==> src/hw/rtl/crsd_pkg.sv <==
// shared types and constants for the compact record stream decoder
// no dependencies
`default_nettype none

package crsd_pkg;

  localparam int unsigned BYTE_W  = 8;
  localparam int unsigned VALUE_W = 32;
  localparam int unsigned LEN_W   = 5;
  localparam int unsigned CNT_W   = 8;
  localparam int unsigned MAX_NUM_LEN = 4;

  // result kind codes
  typedef enum logic [2:0] {
    KIND_UNSIGNED = 3'd0,
    KIND_SIGNED   = 3'd1,
    KIND_CHAR     = 3'd2,
    KIND_EMPTY    = 3'd3,
    KIND_COUNT    = 3'd4
  } kind_t;

  // field type codes from header bits 6:5
  typedef enum logic [1:0] {
    FT_UNSIGNED = 2'd0,
    FT_SIGNED   = 2'd1,
    FT_STRING   = 2'd2,
    FT_RESERVED = 2'd3
  } ftype_t;

  // one pending result between front and back
  typedef struct packed {
    kind_t              kind;
    logic [VALUE_W-1:0] value;
    logic [LEN_W-1:0]   length;
    logic               field_done;
    logic               record_done;
    logic               stream_done;
    logic               format_error;
  } crsd_entry_t;

endpackage

`default_nettype wire

==> src/hw/rtl/crsd_if.sv <==
// valid/ready channel interfaces for input bytes and result words
// depends on crsd_pkg
`default_nettype none

interface crsd_in_if
  import crsd_pkg::*;
();
  logic              valid;
  logic              ready;
  logic [BYTE_W-1:0] in_byte;

  modport source (output valid, output in_byte, input ready);
  modport sink   (input valid, input in_byte, output ready);
endinterface

interface crsd_out_if
  import crsd_pkg::*;
();
  logic               valid;
  logic               ready;
  kind_t              kind;
  logic [VALUE_W-1:0] value;
  logic               field_done;
  logic               record_done;
  logic               stream_done;
  logic               format_error;

  modport source (output valid, output kind, output value, output field_done,
                  output record_done, output stream_done, output format_error,
                  input ready);
  modport sink   (input valid, input kind, input value, input field_done,
                  input record_done, input stream_done, input format_error,
                  output ready);
endinterface

`default_nettype wire

==> src/hw/rtl/crsd_front.sv <==
// front end: accepts stream bytes, tracks parse state, classifies results
// depends on crsd_pkg and crsd_in_if
`default_nettype none

module crsd_front
  import crsd_pkg::*;
(
  input  wire logic   clk,
  input  wire logic   rst_n,
  crsd_in_if.sink     in_ch,
  input  wire logic   q_full,
  output logic        push,
  output crsd_entry_t push_entry
);

  typedef enum logic [2:0] {
    PH_COUNT   = 3'b001,
    PH_HEADER  = 3'b010,
    PH_PAYLOAD = 3'b100
  } phase_t;

  typedef struct packed {
    logic [CNT_W-1:0] rl;
    logic             sd;
  } close_t;

  phase_t             phase_r, phase_nxt;
  logic [CNT_W-1:0]   records_left_r, records_left_nxt;
  logic [LEN_W-1:0]   bytes_left_r, bytes_left_nxt;
  logic [LEN_W-1:0]   field_length_r, field_length_nxt;
  ftype_t             field_type_r, field_type_nxt;
  logic               last_r, last_nxt;
  logic [VALUE_W-1:0] acc_r, acc_nxt;

  logic              accept;
  logic              emit;
  logic [BYTE_W-1:0] b;
  ftype_t            hdr_type;
  logic [LEN_W-1:0]  hdr_len;
  logic [LEN_W-1:0]  bl_dec;
  close_t            cl;

  function automatic close_t close_f(input logic lst, input logic [CNT_W-1:0] rl);
    close_t c;
    c.rl = rl;
    c.sd = 1'b0;
    if (lst) begin
      c.rl = rl - CNT_W'(1);
      c.sd = (c.rl == '0);
    end
    return c;
  endfunction

  function automatic logic numeric_bad(input ftype_t ft, input logic [LEN_W-1:0] len);
    return (ft == FT_RESERVED) || (len == '0) || (len > LEN_W'(MAX_NUM_LEN));
  endfunction

  function automatic kind_t numeric_kind(input ftype_t ft);
    return (ft == FT_SIGNED) ? KIND_SIGNED : KIND_UNSIGNED;
  endfunction

  assign in_ch.ready = !q_full;
  assign accept      = in_ch.valid && in_ch.ready;
  assign b           = in_ch.in_byte;
  assign hdr_type    = ftype_t'(b[6:5]);
  assign hdr_len     = b[4:0];
  assign bl_dec      = bytes_left_r - LEN_W'(1);
  assign push        = accept && emit;

  always_comb begin
    phase_nxt        = phase_r;
    records_left_nxt = records_left_r;
    bytes_left_nxt   = bytes_left_r;
    field_length_nxt = field_length_r;
    field_type_nxt   = field_type_r;
    last_nxt         = last_r;
    acc_nxt          = acc_r;
    emit             = 1'b0;
    cl               = close_f(last_r, records_left_r);

    push_entry.kind         = KIND_UNSIGNED;
    push_entry.value        = '0;
    push_entry.length       = field_length_r;
    push_entry.field_done   = 1'b0;
    push_entry.record_done  = 1'b0;
    push_entry.stream_done  = 1'b0;
    push_entry.format_error = 1'b0;

    case (phase_r)
      PH_HEADER: begin
        field_type_nxt   = hdr_type;
        field_length_nxt = hdr_len;
        last_nxt         = b[7];
        bytes_left_nxt   = hdr_len;
        acc_nxt          = '0;
        if (hdr_len == '0) begin
          emit                    = 1'b1;
          cl                      = close_f(b[7], records_left_r);
          records_left_nxt        = cl.rl;
          phase_nxt               = cl.sd ? PH_COUNT : PH_HEADER;
          push_entry.kind         = (hdr_type == FT_STRING) ? KIND_EMPTY
                                                            : numeric_kind(hdr_type);
          push_entry.length       = hdr_len;
          push_entry.field_done   = 1'b1;
          push_entry.record_done  = b[7];
          push_entry.stream_done  = cl.sd;
          push_entry.format_error = (hdr_type != FT_STRING);
        end else begin
          phase_nxt = PH_PAYLOAD;
        end
      end
      PH_PAYLOAD: begin
        bytes_left_nxt = bl_dec;
        if (field_type_r == FT_STRING) begin
          emit             = 1'b1;
          push_entry.kind  = KIND_CHAR;
          push_entry.value = VALUE_W'(b);
          if (bl_dec == '0) begin
            records_left_nxt       = cl.rl;
            phase_nxt              = cl.sd ? PH_COUNT : PH_HEADER;
            push_entry.field_done  = 1'b1;
            push_entry.record_done = last_r;
            push_entry.stream_done = cl.sd;
          end
        end else begin
          acc_nxt = {acc_r[VALUE_W-BYTE_W-1:0], b};
          if (bl_dec == '0) begin
            emit                    = 1'b1;
            records_left_nxt        = cl.rl;
            phase_nxt               = cl.sd ? PH_COUNT : PH_HEADER;
            push_entry.kind         = numeric_kind(field_type_r);
            push_entry.value        = acc_nxt;
            push_entry.field_done   = 1'b1;
            push_entry.record_done  = last_r;
            push_entry.stream_done  = cl.sd;
            push_entry.format_error = numeric_bad(field_type_r, field_length_r);
          end
        end
      end
      default: begin
        // count byte
        emit                   = 1'b1;
        records_left_nxt       = b;
        phase_nxt              = (b == '0) ? PH_COUNT : PH_HEADER;
        push_entry.kind        = KIND_COUNT;
        push_entry.value       = VALUE_W'(b);
        push_entry.stream_done = (b == '0);
      end
    endcase
  end

  always_ff @(posedge clk) begin
    if (!rst_n) begin
      phase_r        <= PH_COUNT;
      records_left_r <= '0;
      bytes_left_r   <= '0;
      field_length_r <= '0;
      field_type_r   <= FT_UNSIGNED;
      last_r         <= 1'b0;
      acc_r          <= '0;
    end else if (accept) begin
      phase_r        <= phase_nxt;
      records_left_r <= records_left_nxt;
      bytes_left_r   <= bytes_left_nxt;
      field_length_r <= field_length_nxt;
      field_type_r   <= field_type_nxt;
      last_r         <= last_nxt;
      acc_r          <= acc_nxt;
    end
  end

  a_hdr_to_payload: assert property (@(posedge clk) disable iff (!rst_n)
    (accept && phase_r == PH_HEADER && hdr_len != '0) |=> phase_r == PH_PAYLOAD)
    else $error("header with payload did not enter payload phase");

  a_payload_left: assert property (@(posedge clk) disable iff (!rst_n)
    (phase_r == PH_PAYLOAD) |-> bytes_left_r != '0)
    else $error("payload phase with no bytes left");

endmodule

`default_nettype wire

==> src/hw/rtl/crsd_queue.sv <==
// two-entry result queue between front and back
// depends on crsd_pkg
`default_nettype none

module crsd_queue
  import crsd_pkg::*;
(
  input  wire logic         clk,
  input  wire logic         rst_n,
  input  wire logic         push,
  input  wire crsd_entry_t  push_entry,
  output logic              full,
  input  wire logic         pop,
  output logic              not_empty,
  output crsd_entry_t       head
);

  localparam int unsigned DEPTH = 2;

  crsd_entry_t mem [DEPTH];
  logic        wr_ptr_r, rd_ptr_r;
  logic [1:0]  count_r, count_nxt;

  assign full      = (count_r == 2'(DEPTH));
  assign not_empty = (count_r != '0);
  assign head      = mem[rd_ptr_r];

  always_comb begin
    count_nxt = count_r;
    if (push && !pop) begin
      count_nxt = count_r + 2'd1;
    end else if (pop && !push) begin
      count_nxt = count_r - 2'd1;
    end
  end

  always_ff @(posedge clk) begin
    if (push) begin
      mem[wr_ptr_r] <= push_entry;
    end
  end

  always_ff @(posedge clk) begin
    if (!rst_n) begin
      wr_ptr_r <= 1'b0;
      rd_ptr_r <= 1'b0;
      count_r  <= '0;
    end else begin
      count_r <= count_nxt;
      if (push) begin
        wr_ptr_r <= !wr_ptr_r;
      end
      if (pop) begin
        rd_ptr_r <= !rd_ptr_r;
      end
    end
  end

  a_count_range: assert property (@(posedge clk) disable iff (!rst_n)
    count_r <= 2'(DEPTH))
    else $error("queue count out of range");

  a_no_overflow: assert property (@(posedge clk) disable iff (!rst_n)
    !(push && full))
    else $error("push into full queue");

  a_no_underflow: assert property (@(posedge clk) disable iff (!rst_n)
    !(pop && !not_empty))
    else $error("pop from empty queue");

endmodule

`default_nettype wire

==> src/hw/rtl/crsd_back.sv <==
// back end: sign extension of short signed fields and the result word register
// depends on crsd_pkg and crsd_out_if
`default_nettype none

module crsd_back
  import crsd_pkg::*;
(
  input  wire logic        clk,
  input  wire logic        rst_n,
  input  wire logic        q_not_empty,
  input  wire crsd_entry_t q_head,
  output logic             pop,
  crsd_out_if.source       out_ch
);

  logic               out_valid_r;
  crsd_entry_t        out_r;
  crsd_entry_t        ext_entry;
  logic [VALUE_W-1:0] ext_value;

  always_comb begin
    ext_value = q_head.value;
    if (q_head.kind == KIND_SIGNED) begin
      case (q_head.length)
        LEN_W'(1): begin
          if (q_head.value[7]) ext_value[VALUE_W-1:8] = '1;
        end
        LEN_W'(2): begin
          if (q_head.value[15]) ext_value[VALUE_W-1:16] = '1;
        end
        LEN_W'(3): begin
          if (q_head.value[23]) ext_value[VALUE_W-1:24] = '1;
        end
        default: ext_value = q_head.value;
      endcase
    end
    ext_entry       = q_head;
    ext_entry.value = ext_value;
  end

  assign pop = q_not_empty && (!out_valid_r || out_ch.ready);

  always_ff @(posedge clk) begin
    if (pop) begin
      out_r <= ext_entry;
    end
  end

  always_ff @(posedge clk) begin
    if (!rst_n) begin
      out_valid_r <= 1'b0;
    end else if (!out_valid_r || out_ch.ready) begin
      out_valid_r <= q_not_empty;
    end
  end

  assign out_ch.valid        = out_valid_r;
  assign out_ch.kind         = out_r.kind;
  assign out_ch.value        = out_r.value;
  assign out_ch.field_done   = out_r.field_done;
  assign out_ch.record_done  = out_r.record_done;
  assign out_ch.stream_done  = out_r.stream_done;
  assign out_ch.format_error = out_r.format_error;

endmodule

`default_nettype wire

==> src/hw/rtl/compact_record_stream_decoder_core.sv <==
// top level of the compact record stream decoder: front, queue and back
// depends on crsd_pkg, crsd_if, crsd_front, crsd_queue, crsd_back
//
//  channel  dir  handshake     payload
//  in_ch    in   valid/ready   in_byte[7:0]
//  out_ch   out  valid/ready   kind[2:0] value[31:0] field_done record_done
//                              stream_done format_error
//
// one byte accepted per cycle while the queue is not full, set by the parse state update
// a result word is queued at the edge that takes its byte, then loaded into
// the output register once that register is free, and shown on out_ch from there
// synchronous active-low reset returns the parser to expecting a count byte
// in_ch.ready drops only when the two-entry queue is full
`default_nettype none

module compact_record_stream_decoder_core
  import crsd_pkg::*;
(
  input  wire logic  clk,
  input  wire logic  rst_n,
  crsd_in_if.sink    in_ch,
  crsd_out_if.source out_ch
);

  logic        push;
  crsd_entry_t push_entry;
  logic        q_full;
  logic        pop;
  logic        q_not_empty;
  crsd_entry_t q_head;

  crsd_front u_front (
    .clk        (clk),
    .rst_n      (rst_n),
    .in_ch      (in_ch),
    .q_full     (q_full),
    .push       (push),
    .push_entry (push_entry)
  );

  crsd_queue u_queue (
    .clk        (clk),
    .rst_n      (rst_n),
    .push       (push),
    .push_entry (push_entry),
    .full       (q_full),
    .pop        (pop),
    .not_empty  (q_not_empty),
    .head       (q_head)
  );

  crsd_back u_back (
    .clk         (clk),
    .rst_n       (rst_n),
    .q_not_empty (q_not_empty),
    .q_head      (q_head),
    .pop         (pop),
    .out_ch      (out_ch)
  );

endmodule

`default_nettype wire
==> src/flat_wrapper.sv <==
// flat-port wrapper written by rule: the top's interface ports become plain ports
module compact_record_stream_decoder_core_flat import crsd_pkg::*;
  (clk, rst_n, in_ch_valid, in_ch_in_byte, in_ch_ready, out_ch_valid, out_ch_kind, out_ch_value, out_ch_field_done, out_ch_record_done, out_ch_stream_done, out_ch_format_error, out_ch_ready);
  crsd_in_if in_ch_i ();
  crsd_out_if out_ch_i ();
  input  wire logic clk;
  input  wire logic rst_n;
  input wire logic [$bits(in_ch_i.valid)-1:0] in_ch_valid;
  input wire logic [$bits(in_ch_i.in_byte)-1:0] in_ch_in_byte;
  output wire logic [$bits(in_ch_i.ready)-1:0] in_ch_ready;
  output wire logic [$bits(out_ch_i.valid)-1:0] out_ch_valid;
  output wire logic [$bits(out_ch_i.kind)-1:0] out_ch_kind;
  output wire logic [$bits(out_ch_i.value)-1:0] out_ch_value;
  output wire logic [$bits(out_ch_i.field_done)-1:0] out_ch_field_done;
  output wire logic [$bits(out_ch_i.record_done)-1:0] out_ch_record_done;
  output wire logic [$bits(out_ch_i.stream_done)-1:0] out_ch_stream_done;
  output wire logic [$bits(out_ch_i.format_error)-1:0] out_ch_format_error;
  input wire logic [$bits(out_ch_i.ready)-1:0] out_ch_ready;
  assign in_ch_i.valid = in_ch_valid;
  assign in_ch_i.in_byte = in_ch_in_byte;
  assign in_ch_ready = in_ch_i.ready;
  assign out_ch_valid = out_ch_i.valid;
  assign out_ch_kind = out_ch_i.kind;
  assign out_ch_value = out_ch_i.value;
  assign out_ch_field_done = out_ch_i.field_done;
  assign out_ch_record_done = out_ch_i.record_done;
  assign out_ch_stream_done = out_ch_i.stream_done;
  assign out_ch_format_error = out_ch_i.format_error;
  assign out_ch_i.ready = out_ch_ready;
  compact_record_stream_decoder_core u_core (.clk(clk), .rst_n(rst_n), .in_ch(in_ch_i), .out_ch(out_ch_i));
endmodule
==> config.mk <==
export PLATFORM = sky130hd
export DESIGN_NAME = compact_record_stream_decoder_core_flat
export DESIGN_NICKNAME = d
export VERILOG_FILES = /design/src/hw/rtl/crsd_pkg.sv /design/src/hw/rtl/crsd_if.sv /design/src/hw/rtl/crsd_front.sv /design/src/hw/rtl/crsd_queue.sv /design/src/hw/rtl/crsd_back.sv /design/src/hw/rtl/compact_record_stream_decoder_core.sv /design/src/flat_wrapper.sv
export SDC_FILE = /design/constraint.sdc
export NUM_CORES = 1
export LEC_CHECK = 0
export CORE_ASPECT_RATIO = 1.2
export CORE_MARGIN = 4
export CORE_UTILIZATION = 36
export CTS_CLUSTER_DIAMETER = 50
export CTS_CLUSTER_SIZE = 12
export DETAILED_ROUTE_END_ITERATION = 6
export DONT_BUFFER_PORTS = 1
export GPL_ROUTABILITY_DRIVEN = 0
export SYNTH_ARGS = -nofsm -noshare
export SYNTH_HDL_FRONTEND = slang
export SYNTH_SLANG_ARGS = --single-unit
==> constraint.sdc <==
create_clock -name clk -period 7.2 [get_ports clk]
set_input_delay 0.72 -clock clk [delete_from_list [all_inputs] [get_ports clk]]
set_output_delay 0.72 -clock clk [all_outputs]
set_load 0.005 [all_outputs]
### Word level (Yosys, flattened, before mapping)

Memory sizes are Yosys's and may differ from the RTL's. A register that Yosys moved wholly into a read port is not among the register bits.
Index checks and enable logic that the tools add are counted.

* logic and storage cells: 118
* output and inout bits: 41
* bits in registers: 92
* memory bits (writable): 88
* memories: 1
* input bits: 12

* multiplexer cells: 50
* $lt $le $gt $ge: 1
* add/sub/neg operators: 4
* equal/unequal tests: 18
* reduce and logical (&&, ||, !) cells: 27

Memories
* u_core.u_queue.mem: words 2, bits a word 44, read ports 1, clocked after Yosys merged registers in 1, wr ports 1, RTL line crsd_queue.sv:20 `crsd_entry_t mem [DEPTH];`

Operators by type and width (number)
* case mux 32 bit (2 select lines): 1
* two-way mux 24 bit: 2
* case mux 24 bit (2 select lines): 1
* two-way mux 9 bit: 5
* two-way mux 34 bit: 1
* two-way mux 33 bit: 1
* two-way mux 32 bit: 1
* two-way mux 8 bit: 4
* case mux 8 bit (2 select lines): 2
* case mux 8 bit (3 select lines): 1
* zero test 8 bit: 2
* two-way mux 16 bit: 1
* zero test 5 bit: 3
* two-way mux 2 bit: 7
* two-way mux 3 bit: 4
* != test 2 bit, second input constant: 6
* case mux 3 bit (2 select lines): 2
* equality test 5 x 2 -> 1 bit, second input constant: 2
* two-way mux 1 bit: 10
* case mux 5 bit (2 select lines): 1
* equality test 2 bit, second input constant: 4
* subtractor 8 x 1 -> 8 bit, second input constant: 1
* zero test 1 bit: 6
* case mux 1 bit (2 select lines): 3
* other kinds (18): 29

### Longest topological paths before layout

* depth after elaboration: 10
* depth in mapped cells: 10
* mapped depth without buffers: 10

### Modules after synthesis

Synthesis repeated with hierarchy kept, for this count alone.

* cell total of the unflattened synthesis: 599
* area, all modules: 7637.3 µm²

Modules (own cells, without submodules)
* crsd_queue: cells each 159, area each 3409.5 µm², instances 1, seq. area each 2742.6 µm²
* crsd_front: cells each 362, area each 2745.1 µm², instances 1, seq. area each 960.9 µm²
* crsd_back: cells each 78, area each 1482.7 µm², instances 1, seq. area each 1191.1 µm²

### Worst setup path after synthesis

Ideal clock, no wire load.

* kind: in2reg
* start point: input in_ch_in_byte[0]
* end point: memory u_core.u_queue.mem[0][0] (netlist name), enable pin
* setup time: 0.451 ns
* path buffers: 0
* data arrival time: 3.831 ns
* setup slack: 2.918 ns
* stages on the path: 5
* cells stage by stage: or4_4 nor2_1 nor2_1 a211oi_2 nor2b_1

* longest elaborated chain between the ends: 6

RTL lines
* from (decl): RTL line flat_wrapper.sv:9 `input wire logic [$bits(in_ch_i.in_byte)-1:0] in_ch_in_byte;`
* zero test 5 bit: RTL line crsd_front.sv:96 `if (hdr_len == '0) begin`
* two-way mux 1 bit: RTL line crsd_front.sv:96
* case mux 1 bit (2 select lines): RTL line crsd_front.sv:89 `case (phase_r)`
* logical AND 1 bit: RTL line crsd_front.sv:68 `assign push = accept && emit;`
* net u_core.push: RTL line compact_record_stream_decoder_core.sv:25 `logic push;`
* two-way mux 1 bit: RTL line crsd_queue.sv:38 `if (push) begin`
* two-way mux 1 bit (implied by the code): RTL line crsd_queue.sv:39 `mem[wr_ptr_r] <= push_entry;`
* to (decl): RTL line crsd_queue.sv:20

The timed path passes the listed nets, and every way through them passes these cells.

### Final worst setup path

* start point: register u_core.u_front.bytes_left_r[0]
* end point: memory u_core.u_queue.mem[1][13] (netlist name), enable pin

* longest elaborated chain between the ends: 8

RTL lines
* from (decl): RTL line crsd_front.sv:29 `logic [LEN_W-1:0] bytes_left_r, bytes_left_nxt;`
* from (signal assigned): RTL line crsd_front.sv:164 `bytes_left_r <= bytes_left_nxt;`
* subtractor 5 x 1 -> 5 bit: RTL line crsd_front.sv:67 `assign bl_dec = bytes_left_r - LEN_W'(1);`
* zero test 5 bit: RTL line crsd_front.sv:127 `if (bl_dec == '0) begin`
* two-way mux 1 bit: RTL line crsd_front.sv:127
* two-way mux 1 bit: RTL line crsd_front.sv:114 `if (field_type_r == FT_STRING) begin`
* case mux 1 bit (2 select lines): RTL line crsd_front.sv:89
* logical AND 1 bit: RTL line crsd_front.sv:68
* net u_core.push: RTL line compact_record_stream_decoder_core.sv:25
* two-way mux 1 bit: RTL line crsd_queue.sv:38
* two-way mux 1 bit (implied by the code): RTL line crsd_queue.sv:39

The timed path passes the listed nets, and every way through them passes these cells.

==> results.md <==
- Status: finished, final reports clean
- P per Cell Area: 341 mW/mm^2
- DRC viols: 0
- Tcrit/Tclk final: 0.440
- Library cells used by synthesis: 55
- First-pass DRT Iterations: 5
- Fin. Hold Viols: 0
- Die area: 0.0229 mm^2
- Max_cap viols: 0
- Vias: 4462
- H-tree depth: 4
- FF-to-FF End: u_core.u_queue.mem[1][13]
- Initial DRC Count: 352
- I/O Pins: 53
- Post-DRT Antenna Nets: 0
- Crit Path Max Fanout: 44
- Area leader, netlist: edfxtp_1
- Worst r2r src: u_core.u_front.bytes_left_r[0]
- Adder-Cell Fraction of Synth Area: 0.0101
- Hold Buf Count CTS: 0
- Final setup vio count: 0
- Synth area leaders: edfxtp_1, dfxtp_1, mux2i_1, and2_1, nand2_1
- Cells after Synth: 580
- Pint: 2.06 mW
- WHS Path Cells: 1
- Startpoint types: flip-flop
- Simple-gate share of the synthesized area: 0.144
- Post-CTS setup buffers: 0
- Compound-cell area share of the yosys netlist: 0.0844
- Async set or reset register ratio after synthesis: 0
- Register share of total power: 0.534
- R2R depth: 7
- Layout net count: 599
- Vias per cell: 5.19
- Clock Power Share: 0.310
- Largest family of logic cells by synthesized area: simple AND/OR/NAND/NOR gates
- Post_cts resized: 0
- Average wire per standard cell: 17.2 um
- Sw Share: 0.268
- Crit path DAT: 3210 ps
- First-pass GRT wire length: 23.8 mm
- Worst setup EP type: flip-flop
- P_sw: 0.753 mW
- Max_slew headroom: 0.264
- Setup TNS: 0 ps
- Hold Path End: u_core.u_front.phase_r[0]
- Synth Flop Type: edfxtp_1
- Post-synth EDFFs: 127
- CTS Buffer Depth: 2
- RSZ-0062 raised after global routing: no
- Clock slew at reported path FFs: 60 ps
- Initial Utilization: 0.365
- # port buffers: 0
- Worst min path class: primary input to flip-flop
- Worst skew pair latency: 430 ps
- Hold path startpoint: rst_n
- Netlist Area Pre-Place: 0.00740 mm^2
- Synthesized flop and latch total: 181
- DIE HEIGHT: 165 um
- Required @ worst endpoint: 7240 ps
- Placement Cell Area: 0.00769 mm^2
- GR Overflow Total: 0
- Fin crit period: 3170 ps
- Largest net degree at the start of global routing: 51
- WS Path Type: flip-flop to flip-flop
- Die X: 139 um
- Share of layout cells above drive strength 1: 0.106
- Core area: 0.0203 mm^2
- CTS Buf Count: 17
- Synth Warn #: 0
- DRT Wirelength: 14.7 mm
- Final Max Slew Viols: 0
- Leakage Power: 2.89 nW
- CTS tree: built
- Synth Net Count: 598
- Total clock sinks: 181
- Rows: 57
- GRT Util Overall: 0.132
- Top-area cell type share of the netlist area: 0.515
- Design Area, Final: 0.00825 mm^2
- Post-synthesis mux area share: 0.0703
- Xor/xnor share of the synthesized area: 0.00947
- Root buf cell: clkbuf_16
- Post-synthesis sequential area ratio: 0.661
- Vias in the first global route: 4464
- Combinational group share of total power: 0.156
- Area grow syn2layout: 11.5%
- Tightest Pin Transition: 1100 ps
- Post-Syn Area per Cell: 12.8 um^2
- Max incr delay on CP: 960 ps
- Worst Clk Skew: 7.40 ps
- Peak supply drop: 173 uV
- Antenna violations before repair: 0
- Maximum clock rate: 316 MHz
- HPWL after DPL: 9.61 mm
- CP cell instances: inv_1 -> ha_1 -> xor2_1 -> nand4bb_1 -> and2_1 -> a211oi_2 -> and2_2
- R2R Setup Slk: 4030 ps
- Worst path slowest cell: and2_2
- Final antenna diode count: 0
-- per-stage QoR --
step | total power, mW | hold slack, ps | std cells | setup WS, ps | utilization
2_1_floorplan | 1.84 | 427 | 580 | 2920 | -
3_3_place_gp | 1.96 | 444 | 827 | 3890 | 0.380
3_5_place_dp | 1.98 | 444 | 827 | 3810 | 0.380
4_1_cts | 2.85 | 364 | 859 | 3970 | 0.407
5_1_grt | 2.96 | 379 | 859 | 3710 | 0.407
6_report | 2.81 | 379 | 859 | 4030 | 0.407
-- worst max-delay path, delay by kind of cell, from the launching register on --
kind	cells	cell delay (ps)
compound gates	1	390
xor+xnor	1	170
fa+ha+maj	1	240
buf+inv	1	80
flops	1	420
simple gates	3	1470
-- final cells by class --
class / instances / area [um^2]
timing repair buffer: 6 / 45.0
fill: 1939 / 12000
clock inverter: 9 / 77.6
tap: 265 / 332
multi-input combinational: 361 / 2370
inverter: 14 / 52.6
clock buffer: 23 / 478
sequential: 181 / 4900
-- synth_stat cells (3+ instances only) --
| cell type | count |
|---|---|
| xnor2_1 | 3 |
| nand2b_1 | 6 |
| nand4_1 | 25 |
| and2_1 | 41 |
| buf_1 | 3 |
| o32ai_1 | 3 |
| buf_2 | 6 |
| nor3_1 | 4 |
| o21ai_0 | 9 |
| clkbuf_1 | 13 |
| a21o_1 | 4 |
| nand3_1 | 4 |
| a21oi_1 | 40 |
| or4_1 | 4 |
| dfxtp_1 | 54 |
| ha_1 | 6 |
| nor2_1 | 32 |
| nand2_1 | 66 |
| o21ai_1 | 5 |
| a211oi_1 | 7 |
| o22ai_1 | 3 |
| edfxtp_1 | 127 |
| xor2_1 | 5 |
| inv_1 | 14 |
| nor2b_1 | 5 |
| mux2_2 | 16 |
| a22oi_1 | 3 |
| mux2i_1 | 34 |
| a32oi_1 | 3 |
-- power by group through the flow --
| stage | combinational [mW] | sequential (mW) | clock, mW |
|---|---|---|---|
| 2_1_floorplan | 0.340 | 1.50 | 0 |
| 3_3_place_gp | 0.436 | 1.52 | 0 |
| 3_5_place_dp | 0.449 | 1.53 | 0 |
| 4_1_cts | 0.452 | 1.51 | 0.891 |
| 5_1_grt | 0.496 | 1.53 | 0.932 |
| 6_report | 0.438 | 1.50 | 0.873 |
-- worst max-delay path by stage --
stage	depth (start not counted)	start	endpoint	slack [ps]
after floorplan	5	in_ch_in_byte[0]	u_core.u_queue.mem[0][0]	2920
after detailed placement	5	in_ch_in_byte[0]	u_core.u_queue.mem[1][10]	3810
after CTS	7	u_core.u_front.bytes_left_r[0]	u_core.u_queue.mem[1][10]	3970
after global placement	5	in_ch_in_byte[0]	u_core.u_queue.mem[1][1]	3890
after global routing	7	u_core.u_front.bytes_left_r[0]	u_core.u_queue.mem[1][14]	3710
final	7	u_core.u_front.bytes_left_r[0]	u_core.u_queue.mem[1][13]	4030
-- cells by family after synthesis --
logic type / count (synthesis)
AO/OA/AOI/OAI: 94
AND/OR/NAND/NOR: 203
XOR/XNOR: 8
adder cells (fa/ha/maj): 6
buffers and inverters: 38
multiplexers: 50
flip-flops: 181
-- cell usage in the layout (no fill, tap or decap), drive strengths merged, types with 3 or more instances in the layout --
master,instances
xnor2,3
a22oi,3
o22ai,3
buf,6
nand2b,6
a21oi,42
nand4,25
and2,41
nor2,32
mux2i,34
clkinv,9
edfxtp,127
a32oi,3
a211oi,8
nor2b,5
inv,13
mux2,16
nand3,4
nor3b,3
o31ai,4
nor3,4
clkbuf,23
o32ai,3
xor2,5
ha,6
nand2,67
o21ai,14
a21o,4
or4,5
or3,3
dfxtp,54
-- metal layers --
metal  track usage  up-vias  share of wire
li1              -     2142              -
met1         0.162     2167           0.43
met2         0.220      127           0.50
met3        0.0397       26          0.052
met4        0.0507        0          0.018
met5             0        -              0
-- flip-flops by register name (all words and copies together), names as in the netlist, named ones only --
| name | flops |
|---|---|
| u_core.u_back.out_ch.kind | 3 |
| u_core.u_front.acc_r | 24 |
| u_core.u_front.field_type_r | 2 |
| u_core.u_back.out_ch.stream_done | 1 |
| u_core.u_front.phase_r | 3 |
| u_core.u_back.out_ch.record_done | 1 |
| u_core.u_back.out_ch.format_error | 1 |
| u_core.u_front.last_r | 1 |
| u_core.u_front.field_length_r | 5 |
| u_core.u_back.out_ch.field_done | 1 |
| u_core.u_queue.rd_ptr_r | 1 |
| u_core.u_back.out_ch.value | 32 |
| u_core.u_front.bytes_left_r | 5 |
| u_core.u_queue.count_r | 2 |
| u_core.u_front.records_left_r | 8 |
| u_core.u_queue.mem | 88 |
| u_core.u_back.out_ch.valid | 1 |
| u_core.u_queue.wr_ptr_r | 1 |
(Power assumes the default switching activity.)
